$ cat src/sv/rbac_mls_access_check_core_defines.svh
// assertion macros for the access check core
`ifndef RBAC_MLS_ACCESS_CHECK_CORE_DEFINES_SVH
`define RBAC_MLS_ACCESS_CHECK_CORE_DEFINES_SVH

`ifndef SYNTH
// same-cycle implication, disabled while in reset
`define RMC_ASSERT_SAME(lbl, clk, rstn, ante, cons) \
	lbl: assert property (@(posedge clk) disable iff (!(rstn)) (ante) |-> (cons)) \
		else $error("rbac_mls access check assertion failed");
// next-cycle implication, disabled while in reset
`define RMC_ASSERT_NEXT(lbl, clk, rstn, ante, cons) \
	lbl: assert property (@(posedge clk) disable iff (!(rstn)) (ante) |=> (cons)) \
		else $error("rbac_mls access check assertion failed");
`else
`define RMC_ASSERT_SAME(lbl, clk, rstn, ante, cons)
`define RMC_ASSERT_NEXT(lbl, clk, rstn, ante, cons)
`endif

`endif

$ cat src/sv/rbac_mls_pkg.sv
// types, codes and sizes shared by the access check core
package rbac_mls_pkg;

	localparam int SUBJECT_COUNT  = 16;
	localparam int RESOURCE_COUNT = 64;

	localparam logic [4:0] P_R = 5'd1;
	localparam logic [4:0] P_W = 5'd2;
	localparam logic [4:0] P_X = 5'd4;
	localparam logic [4:0] P_D = 5'd8;
	localparam logic [4:0] P_A = 5'd16;

	// rights granted to the owner of a resource
	localparam logic [4:0] OWNER_RIGHTS = P_R | P_W | P_X | P_D;

	typedef enum logic [1:0] {
		CMD_CHECK         = 2'd0,
		CMD_LOAD_SUBJECT  = 2'd1,
		CMD_LOAD_RESOURCE = 2'd2,
		CMD_UNUSED        = 2'd3
	} command_t;

	typedef enum logic [2:0] {
		DENY_NONE       = 3'd0,
		DENY_NOT_FOUND  = 3'd1,
		DENY_READ_UP    = 3'd2,
		DENY_WRITE_DOWN = 3'd3,
		DENY_RIGHTS     = 3'd4
	} deny_reason_t;

	typedef struct packed {
		command_t   command;
		logic [3:0] subject_id;
		logic [5:0] resource_id;
		logic [4:0] request_perms;
		logic [3:0] role_mask;
		logic [1:0] clearance_level;
		logic [3:0] owner_id;
		logic [1:0] resource_label;
		logic [4:0] acl_admin;
		logic [4:0] acl_manager;
		logic [4:0] acl_analyst;
		logic [4:0] acl_user;
	} item_t;

	typedef struct packed {
		logic         allowed;
		deny_reason_t deny_reason;
	} result_t;

	// one subject table entry
	typedef struct packed {
		logic [3:0] roles;
		logic [1:0] clearance;
	} subject_entry_t;

	// one resource table entry, rights: admin 4..0, manager 9..5,
	// analyst 14..10, user 19..15
	typedef struct packed {
		logic [3:0]  owner;
		logic [1:0]  level;
		logic [19:0] rights;
	} resource_entry_t;

	// role set after expansion through admin > manager > analyst > user
	function automatic logic [3:0] expand_roles(input logic [3:0] m);
		logic adm;
		logic mgr;
		logic ana;
		logic usr;
		adm = m[0];
		mgr = adm | m[1];
		ana = mgr | m[2];
		usr = ana | m[3];
		return {usr, ana, mgr, adm};
	endfunction

endpackage

$ cat src/sv/rbac_mls_access_check_core.sv
// role based access checker with multi level security rules
// order: a check transaction accepted registers into stage 1, then into the result
//   register, which drives its result strobe; loads and the unused command give no result
// throughput: one transaction per cycle, busy is always low, the receiver cannot stall
// reset: the presence bits and the pipeline valids clear at once, table contents
//   are undefined until loaded
module rbac_mls_access_check_core (
	input  logic                  clk,
	input  logic                  arst_n,
	input  logic                  start,
	output logic                  busy,
	input  rbac_mls_pkg::item_t   item,
	output logic                  valid,
	output rbac_mls_pkg::result_t result
);
	import rbac_mls_pkg::*;

	`include "rbac_mls_access_check_core_defines.svh"

	// ---------------------------------------------------------------
	// accept: the core never stalls, a transaction can enter every cycle
	// ---------------------------------------------------------------
	logic accept;
	logic is_check;
	logic is_load_sub;
	logic is_load_res;

	assign busy        = 1'b0;
	assign accept      = start & ~busy;
	assign is_check    = accept & (item.command == CMD_CHECK);
	assign is_load_sub = accept & (item.command == CMD_LOAD_SUBJECT);
	assign is_load_res = accept & (item.command == CMD_LOAD_RESOURCE);

	// ---------------------------------------------------------------
	// tables: presence bits in flops, entry contents in memories with
	// registered read; a load writes on its accept edge, a check reads
	// on its own edge, so a check right after a load already sees it
	// ---------------------------------------------------------------
	logic [SUBJECT_COUNT-1:0]  sub_present_q;
	logic [RESOURCE_COUNT-1:0] res_present_q;

	subject_entry_t  sub_mem [SUBJECT_COUNT];
	resource_entry_t res_mem [RESOURCE_COUNT];

	always_ff @(posedge clk or negedge arst_n) begin
		if (!arst_n) begin
			sub_present_q <= '0;
			res_present_q <= '0;
		end else begin
			if (is_load_sub) begin
				sub_present_q[item.subject_id] <= 1'b1;
			end
			if (is_load_res) begin
				res_present_q[item.resource_id] <= 1'b1;
			end
		end
	end

	// stage 1 registers: the check transaction and its table reads
	logic            check_s1;
	logic            sub_hit_s1;
	logic            res_hit_s1;
	logic [3:0]      sid_s1;
	logic [4:0]      perms_s1;
	subject_entry_t  sub_rd_s1;
	resource_entry_t res_rd_s1;

	always_ff @(posedge clk) begin
		if (is_load_sub) begin
			sub_mem[item.subject_id] <= '{roles: item.role_mask,
				clearance: item.clearance_level};
		end
		sub_rd_s1 <= sub_mem[item.subject_id];
	end

	always_ff @(posedge clk) begin
		if (is_load_res) begin
			res_mem[item.resource_id] <= '{owner: item.owner_id,
				level: item.resource_label,
				rights: {item.acl_user, item.acl_analyst,
					item.acl_manager, item.acl_admin}};
		end
		res_rd_s1 <= res_mem[item.resource_id];
	end

	always_ff @(posedge clk or negedge arst_n) begin
		if (!arst_n) begin
			check_s1 <= 1'b0;
		end else begin
			check_s1 <= is_check;
		end
	end

	// payload and presence snapshot, no reset needed
	always_ff @(posedge clk) begin
		sid_s1     <= item.subject_id;
		perms_s1   <= item.request_perms;
		sub_hit_s1 <= sub_present_q[item.subject_id];
		res_hit_s1 <= res_present_q[item.resource_id];
	end

	// ---------------------------------------------------------------
	// decision logic between stage 1 and the result register
	// ---------------------------------------------------------------
	logic [3:0]   roles_x;
	logic [4:0]   eff_rights;
	logic         read_up;
	logic         write_down;
	result_t      result_d;

	always_comb begin
		roles_x    = expand_roles(sub_rd_s1.roles);
		eff_rights = (res_rd_s1.owner == sid_s1) ? OWNER_RIGHTS : 5'd0;
		for (int k = 0; k < 4; k++) begin
			if (roles_x[k]) begin
				eff_rights = eff_rights | res_rd_s1.rights[5*k +: 5];
			end
		end

		// no reading above the clearance, no writing below it
		read_up    = ((perms_s1 & P_R) != 5'd0) && (sub_rd_s1.clearance < res_rd_s1.level);
		write_down = ((perms_s1 & P_W) != 5'd0) && (sub_rd_s1.clearance > res_rd_s1.level);

		if (!sub_hit_s1 || !res_hit_s1) begin
			result_d = '{allowed: 1'b0, deny_reason: DENY_NOT_FOUND};
		end else if (read_up) begin
			result_d = '{allowed: 1'b0, deny_reason: DENY_READ_UP};
		end else if (write_down) begin
			result_d = '{allowed: 1'b0, deny_reason: DENY_WRITE_DOWN};
		end else if ((eff_rights & perms_s1) == perms_s1) begin
			result_d = '{allowed: 1'b1, deny_reason: DENY_NONE};
		end else begin
			result_d = '{allowed: 1'b0, deny_reason: DENY_RIGHTS};
		end
	end

	// ---------------------------------------------------------------
	// result register: strobe is high for one cycle per check
	// ---------------------------------------------------------------
	logic    valid_q;
	result_t result_q;

	always_ff @(posedge clk or negedge arst_n) begin
		if (!arst_n) begin
			valid_q <= 1'b0;
		end else begin
			valid_q <= check_s1;
		end
	end

	always_ff @(posedge clk) begin
		result_q <= result_d;
	end

	assign valid  = valid_q;
	assign result = result_q;

	// ---------------------------------------------------------------
	// assertions
	// ---------------------------------------------------------------
	`RMC_ASSERT_NEXT(a_check_reaches_s1, clk, arst_n, is_check, check_s1)
	`RMC_ASSERT_NEXT(a_load_gives_no_result, clk, arst_n, accept && !is_check, !check_s1)
	`RMC_ASSERT_SAME(a_allow_has_no_reason, clk, arst_n, valid_q, (result_q.allowed == (result_q.deny_reason == DENY_NONE)))
	`RMC_ASSERT_SAME(a_valid_from_s1, clk, arst_n, valid_q, $past(check_s1))

endmodule

$ cat config.mk
export PLATFORM = sky130hd
export DESIGN_NAME = rbac_mls_access_check_core
export DESIGN_NICKNAME = d
export VERILOG_FILES = /design/src/sv/rbac_mls_pkg.sv /design/src/sv/rbac_mls_access_check_core.sv
export VERILOG_INCLUDE_DIRS = /design/src /design/src/sv
export SDC_FILE = /design/constraint.sdc
export NUM_CORES = 2
export LEC_CHECK = 0
export BUFFER_PORTS_ARGS = -buffer_cell sky130_fd_sc_hd__clkbuf_2
export CORE_ASPECT_RATIO = 1.25
export CORE_MARGIN = 2
export CORE_UTILIZATION = 46
export CTS_CLUSTER_SIZE = 28
export DETAILED_ROUTE_END_ITERATION = 8
export HOLD_SLACK_MARGIN = 0.03
export MAX_ROUTING_LAYER = met4
export PLACE_DENSITY_LB_ADDON = 0.08
export REMOVE_ABC_BUFFERS = 1
export SLEW_MARGIN = 10
export SYNTH_ARGS = -nofsm -noshare
export SYNTH_HDL_FRONTEND = slang
export SYNTH_SLANG_ARGS = --single-unit
$ cat constraint.sdc
create_clock -name clk -period 2.6 [get_ports clk]
set_clock_uncertainty 0.2 [all_clocks]
set_input_delay 0 -clock clk [delete_from_list [all_inputs] [get_ports clk]]
set_output_delay 0 -clock clk [all_outputs]
set_load 0.005 [all_outputs]
; Word level (Yosys, flattened, before mapping)
; Memory sizes are Yosys's and may differ from the RTL's. A register that Yosys moved wholly into a read port is not among the register bits.
; Index checks and enable logic that the tools add are counted.
[word_totals]
inputBits = 52
ramBits = 1760
register_bits = 97
output_inout_bits = 6
memories = 2
elab_cells = 65
[classes]
mux = 20
magnitude_cmp = 6
n_eq_ne = 4
reduce_logical = 9
bitwise = 13
[mem_list]
columns = name, depth, width, rd, rd_clocked_by_memory_dff, wr, line_no
row1 = res_mem, 64, 26, 1, 1, 1, rbac_mls_access_check_core.sv:43  ; resource_entry_t res_mem [RESOURCE_COUNT];
row2 = sub_mem, 16, 6, 1, 1, 1, rbac_mls_access_check_core.sv:42  ; subject_entry_t sub_mem [SUBJECT_COUNT];
[op_table]
columns = cell, count
row1 = $or 64x64->64, 1
row2 = $mux 5, 4
row3 = $or 16x16->16, 1
row4 = $or 5x5->5, 3
row5 = $mux 1, 8
row6 = $mux 4, 2
row7 = $lt 6x7->1 const B, 1
row8 = $bmux 1 s6, 1
row9 = $demux 1 s6, 1
row10 = $ge 6x1->1 const B, 1
row11 = $and 5x5->5, 1
row12 = $eq 5x5->1, 1
row13 = $lt 4x5->1 const B, 1
row14 = $or 4x5->5, 1
row15 = $bmux 1 s4, 1
row16 = $demux 1 s4, 1
row17 = $eq 4x4->1, 1
row18 = $ge 4x1->1 const B, 1
row19 = $logic_and 1x1->1, 4
row20 = $mux 2, 2
row21 = $and 1x1->1, 3
row22 = $or 1x1->1, 3
row23 = $reduce_or 3->1, 1
row24 = $eq 2x1->1 const B, 1
row25 = 6 further kinds, 7

; Logic depth before layout (Yosys ltp)
[depth]
depth_word = 15
ltp_mapped = 11
depth_no_buf = 8

; Worst setup path after synthesis
; OpenSTA, ideal clock, no wires.
[synth_path]
path_type = input to register
startpoint = in item[37] (netlist bit)
endpoint = mem res_mem[0][0] (netlist bit) (enable)
required_time_ns = 1.990
path_buffers = 4
arrival_ns = 2.533
setup_time_ns = 0.410
setup_slack_ns = -0.543
stages = 8
path_cell_list = buf_4 > or2_2 > clkbuf_1 > buf_2 > nor2_1 > clkbuf_1 > nand2_1 > nor2_1
[synth_rtl]
columns = element, line_no
row1 = start: declaration, rbac_mls_access_check_core.sv:12  ; input rbac_mls_pkg::item_t item,
row2 = end: declaration, rbac_mls_access_check_core.sv:43
; No word-level cell before the write port.

==> impl_metrics.prom <==
# TYPE chip_impl_metric gauge
chip_impl_metric{name="design.final.nets",unit=""} 4684
chip_impl_metric{name="synthSimpleGateAreaFrac",unit=""} 0.03473
chip_impl_metric{name="detail_route.drc_violations",unit=""} 0
chip_impl_metric{name="detailedRoute.firstPassIterationCount",unit=""} 6
chip_impl_metric{name="synth_top_cell_area_share",unit=""} 0.7393
chip_impl_metric{name="count_of_flip_flops_with_a_built_in_enable_after_synthesis",unit=""} 1760
chip_impl_info{name="startpoint_type",value="flop"} 1
chip_impl_info{name="critical_path.endpoint_type",value="flop"} 1
chip_impl_metric{name="die-area",unit="µm²"} 158600
chip_impl_metric{name="fin_hold_ws",unit="ns"} 0.06609
chip_impl_metric{name="synth_sequential_area_ratio",unit=""} 0.7812
chip_impl_metric{name="clk_transition_reported_paths",unit="ns"} 0.06
chip_impl_metric{name="timing.max_slew.rel_slack",unit=""} 0.1767
chip_impl_metric{name="global_route.usage.total",unit=""} 0.2951
chip_impl_metric{name="synth_adder_area_share",unit=""} 0.0003501
chip_impl_metric{name="critical_path_required",unit="ns"} 3.13
chip_impl_metric{name="fin_crit_sh",unit=""} 0.9664
chip_impl_metric{name="clock_buffer_count_from_cts",unit=""} 182
chip_impl_metric{name="dp_worst_setup_slack",unit="ns"} -0.4884
chip_impl_metric{name="drt_iter0_markers",unit=""} 4468
chip_impl_metric{name="synthMuxAreaShare",unit=""} 0.06187
chip_impl_metric{name="final_max_slew_viol_count",unit=""} 0
chip_impl_metric{name="post_layout_worst_setup_margin",unit="ns"} 0.08728
chip_impl_metric{name="initial_utilization",unit=""} 0.4639
chip_impl_metric{name="tightest_slew",unit="ns"} 1.222
chip_impl_metric{name="final_std_cells_w_o_fill",unit=""} 6831
chip_impl_metric{name="synth-compound-area-share",unit=""} 0.1027
chip_impl_info{name="unrepaired_setup_endpoints_after_global_routing",value="false"} 1
chip_impl_metric{name="via_count",unit=""} 41890
chip_impl_metric{name="maximum_number_of_pins_on_one_net_before_global_route_repair",unit=""} 65
chip_impl_info{name="cts_root_buffer",value="sky130_fd_sc_hd__clkbuf_16"} 1
chip_impl_metric{name="htree_num_levels",unit=""} 4
chip_impl_metric{name="clk_path_buf_depth",unit=""} 3
chip_impl_info{name="dominant_cells_by_area_after_synthesis",value="sky130_fd_sc_hd__edfxtp_1 (74%), sky130_fd_sc_hd__mux2i_1 (3.6%), sky130_fd_sc_hd__a22oi_1 (3.0%), sky130_fd_sc_hd__dfrtp_1 (2.9%), sky130_fd_sc_hd__a221oi_1 (2.4%)"} 1
chip_impl_info{name="tritoncts",value="yes"} 1
chip_impl_metric{name="grt_first_pass_wirelength",unit="mm"} 319.2
chip_impl_metric{name="pin_count",unit=""} 58
chip_impl_metric{name="worst_ep_arrival_time",unit="ns"} 3.04
chip_impl_metric{name="numClockSinks",unit=""} 1889
chip_impl_info{name="synthFlopType",value="sky130_fd_sc_hd__edfxtp_1"} 1
chip_impl_metric{name="power_leakage",unit="nW"} 29.05
chip_impl_info{name="synth.cells.most_frequent",value="sky130_fd_sc_hd__edfxtp_1 (1760), sky130_fd_sc_hd__a22oi_1 (289), sky130_fd_sc_hd__mux2i_1 (254), sky130_fd_sc_hd__nor2_1 (198), sky130_fd_sc_hd__a221oi_1 (192)"} 1
chip_impl_metric{name="average_routed_wire_per_standard_cell",unit="µm"} 33.22
chip_impl_metric{name="irDropWorstVdd",unit="µV"} 745.2
chip_impl_metric{name="core.rowCount",unit=""} 161
chip_impl_metric{name="post_synth.cell_area_avg",unit="µm²"} 17.53
chip_impl_metric{name="synthToLayoutAreaGrowth",unit="%"} 20.35
chip_impl_metric{name="setup_viol_count_final",unit=""} 0
chip_impl_metric{name="synth-async-reset-ratio",unit=""} 0.04341
chip_impl_metric{name="totalWireLength",unit="mm"} 226.9
chip_impl_metric{name="area_of_the_mapped_netlist",unit="µm²"} 71490
chip_impl_info{name="cell_type_with_the_highest_aggregate_area_in_the_netlist",value="sky130_fd_sc_hd__edfxtp_1"} 1
chip_impl_metric{name="power.density_cell_area",unit="nW/µm²"} 743.4
chip_impl_metric{name="synthesized_instance_count",unit=""} 4078
chip_impl_info{name="status",value="finished clean"} 1
chip_impl_metric{name="number_of_antenna_violations_at_the_first_check_in_global_routing",unit=""} 8
chip_impl_metric{name="clk_latency",unit="ns"} 0.84
chip_impl_info{name="min-delay-path-class",value="primary input to flop"} 1
chip_impl_info{name="post-synth-top-count-cell",value="sky130_fd_sc_hd__edfxtp_1"} 1
chip_impl_metric{name="totalNegativeSetupSlack",unit="ns"} 0
chip_impl_metric{name="via_count_of_the_first_global_routing_pass",unit=""} 41210
chip_impl_metric{name="die_width",unit="µm"} 356.6
chip_impl_metric{name="synthXorXnorAreaFrac",unit=""} 0.0004901
chip_impl_metric{name="critical_path.max_fanout",unit=""} 1
chip_impl_metric{name="detail-route-antenna-nets",unit=""} 0
chip_impl_metric{name="coreArea",unit="µm²"} 154100
chip_impl_info{name="critical_path_class",value="flop to flop"} 1
chip_impl_info{name="combinational_family_with_the_most_area_after_synthesis",value="compound AO/OA/AOI/OAI gates"} 1
chip_impl_metric{name="post_synth_num_cell_types",unit=""} 60
chip_impl_metric{name="max_clock_freq",unit="GHz"} 0.3980
chip_impl_metric{name="dp_hpwl",unit="mm"} 144.2
chip_impl_metric{name="hold_violation_count_in_the_final_report",unit=""} 0
chip_impl_metric{name="yosys_warnings",unit=""} 0
chip_impl_metric{name="detailed_place.area",unit="µm²"} 79310
chip_impl_metric{name="dp.cells",unit=""} 6396
chip_impl_metric{name="routed_via_density",unit=""} 6.132
chip_impl_metric{name="gp_congestion",unit=""} 0.9266
chip_impl_metric{name="maxCapViolCount",unit=""} 0
chip_impl_metric{name="postSynthRegisterBits",unit=""} 1889
chip_impl_metric{name="layout-drive-gt1-share",unit=""} 0.2296
chip_impl_metric{name="chipHeight",unit="µm"} 444.7
chip_impl_metric{name="gr-total-overflow",unit=""} 0
chip_impl_metric{name="layout_min_cycle_time",unit="ns"} 2.513
chip_impl_metric{name="cts_post_setup_buffers_inserted",unit=""} 0
chip_impl_metric{name="postLayoutCellArea",unit="µm²"} 86030
chip_impl_metric{name="numPortBuffers",unit=""} 56
[path summary, 6_finish.rpt]
kind                                      startpoint                       endpoint  slack, ns  cells past startpoint
max                        res_mem[47][24]$_DFFE_PP_          res_rd_s1[24]$_DFF_P_       0.09                      8
min                                         item[39]          res_rd_s1[22]$_DFF_P_       0.07                      6
max reg2reg                res_mem[47][24]$_DFFE_PP_          res_rd_s1[24]$_DFF_P_       0.09                      8
min reg2reg                       check_s1$_DFF_PN0_                valid$_DFF_PN0_       0.16                      0
max in group asynchronous                     arst_n  res_present_q[28]$_DFFE_PN0P_       1.79                      4
min in group asynchronous                     arst_n                valid$_DFF_PN0_       0.12                      4
[layout make-up]
type / instances / area, µm²
diodes: 11 / 27.53
flip-flops and latches: 1889 / 55840
clock buffers: 247 / 5065
well taps: 2037 / 2549
repair buffers: 653 / 6994
inverters: 16 / 61.31
multi-input cells: 1888 / 14750
fillers: 12010 / 68070
clock inverters: 90 / 739.5
[cell families (layout without fill, tap and decap cells)]
kind of cell | Yosys count | count (layout)
muxes | 351 | 351
adders and majority gates | 2 | 2
and+or+nand+nor | 508 | 508
buffers and inverters | 301 | 1006
AOI/OAI and AO/OA | 1022 | 1022
other | 1 | 12
DFF | 1889 | 1889
xor gates and xnor gates | 4 | 4
[state kept, by name, indices dropped and copies added, names as in the netlist]
register,cells
check_s1,1
sub_rd_s1,5
res_present_q,64
sub_mem,96
res_mem,1664
res_rd_s1,26
sub_hit_s1,1
sub_present_q,16
perms_s1,5
result,4
sid_s1,4
res_hit_s1,1
valid,1
roles_x,1
[stage by stage]
| stage | power (mW) | util |
|---|---|---|
| after global routing | 65.66 | 0.5582 |
| after global placement | 38.40 | 0.5146 |
| final | 63.96 | 0.5583 |
| after detailed placement | 38.44 | 0.5147 |
| after floorplan | 35.69 | - |
| after CTS | 64.34 | 0.5581 |
[layer usage]
| metal | track usage | share of wire | vias to the layer above |
|---|---|---|---|
| met4 | 0.09638 | 0.033 | 0 |
| met5 | - | 0 | - |
| met3 | 0.04274 | 0.063 | 316 |
| li1 | - | - | 17840 |
| met2 | 0.4868 | 0.51 | 1647 |
| met1 | 0.3770 | 0.40 | 22090 |
[power by group]
| part | internal [mW] | leakage (nW) | switching, mW |
|---|---|---|---|
| registers | 33.5 | 17.3 | 0.204 |
| logic | 1.56 | 8.87 | 2.66 |
| clock network | 14.6 | 2.86 | 11.4 |
[critical path, cell delays in order, from the launching register on]
cell                        delay (ns)
sky130_fd_sc_hd__edfxtp_1         0.36
sky130_fd_sc_hd__mux4_2           0.46
sky130_fd_sc_hd__mux2i_1          0.14
sky130_fd_sc_hd__buf_4            0.16
sky130_fd_sc_hd__o22ai_1          0.08
sky130_fd_sc_hd__buf_4            0.19
sky130_fd_sc_hd__a2111oi_0        0.58
sky130_fd_sc_hd__buf_4            0.22
sky130_fd_sc_hd__nand2_1          0.04
[placed cells by master, fill, tap and decap left out, drive strengths merged, types with 73 or more instances in the layout]
cell type / instances
dfrtp: 82
o22ai: 137
o21ai: 110
buf: 523
nor2: 199
nand2: 76
or2: 81
dlygate4sd3: 86
mux2i: 254
clkbuf: 291
edfxtp: 1760
a21oi: 116
a22oi: 289
a221oi: 192
clkinv: 73
[timing repair]
| item | CTS | global route |
|---|---|---|
| endpoints found under the setup margin | 0 | 1 |
| endpoints found under the hold margin | 2524 | 0 |
| hold buffers | 87 | 0 |
| resized for setup | 0 | 1 |
(Power assumes the default switching activity.)
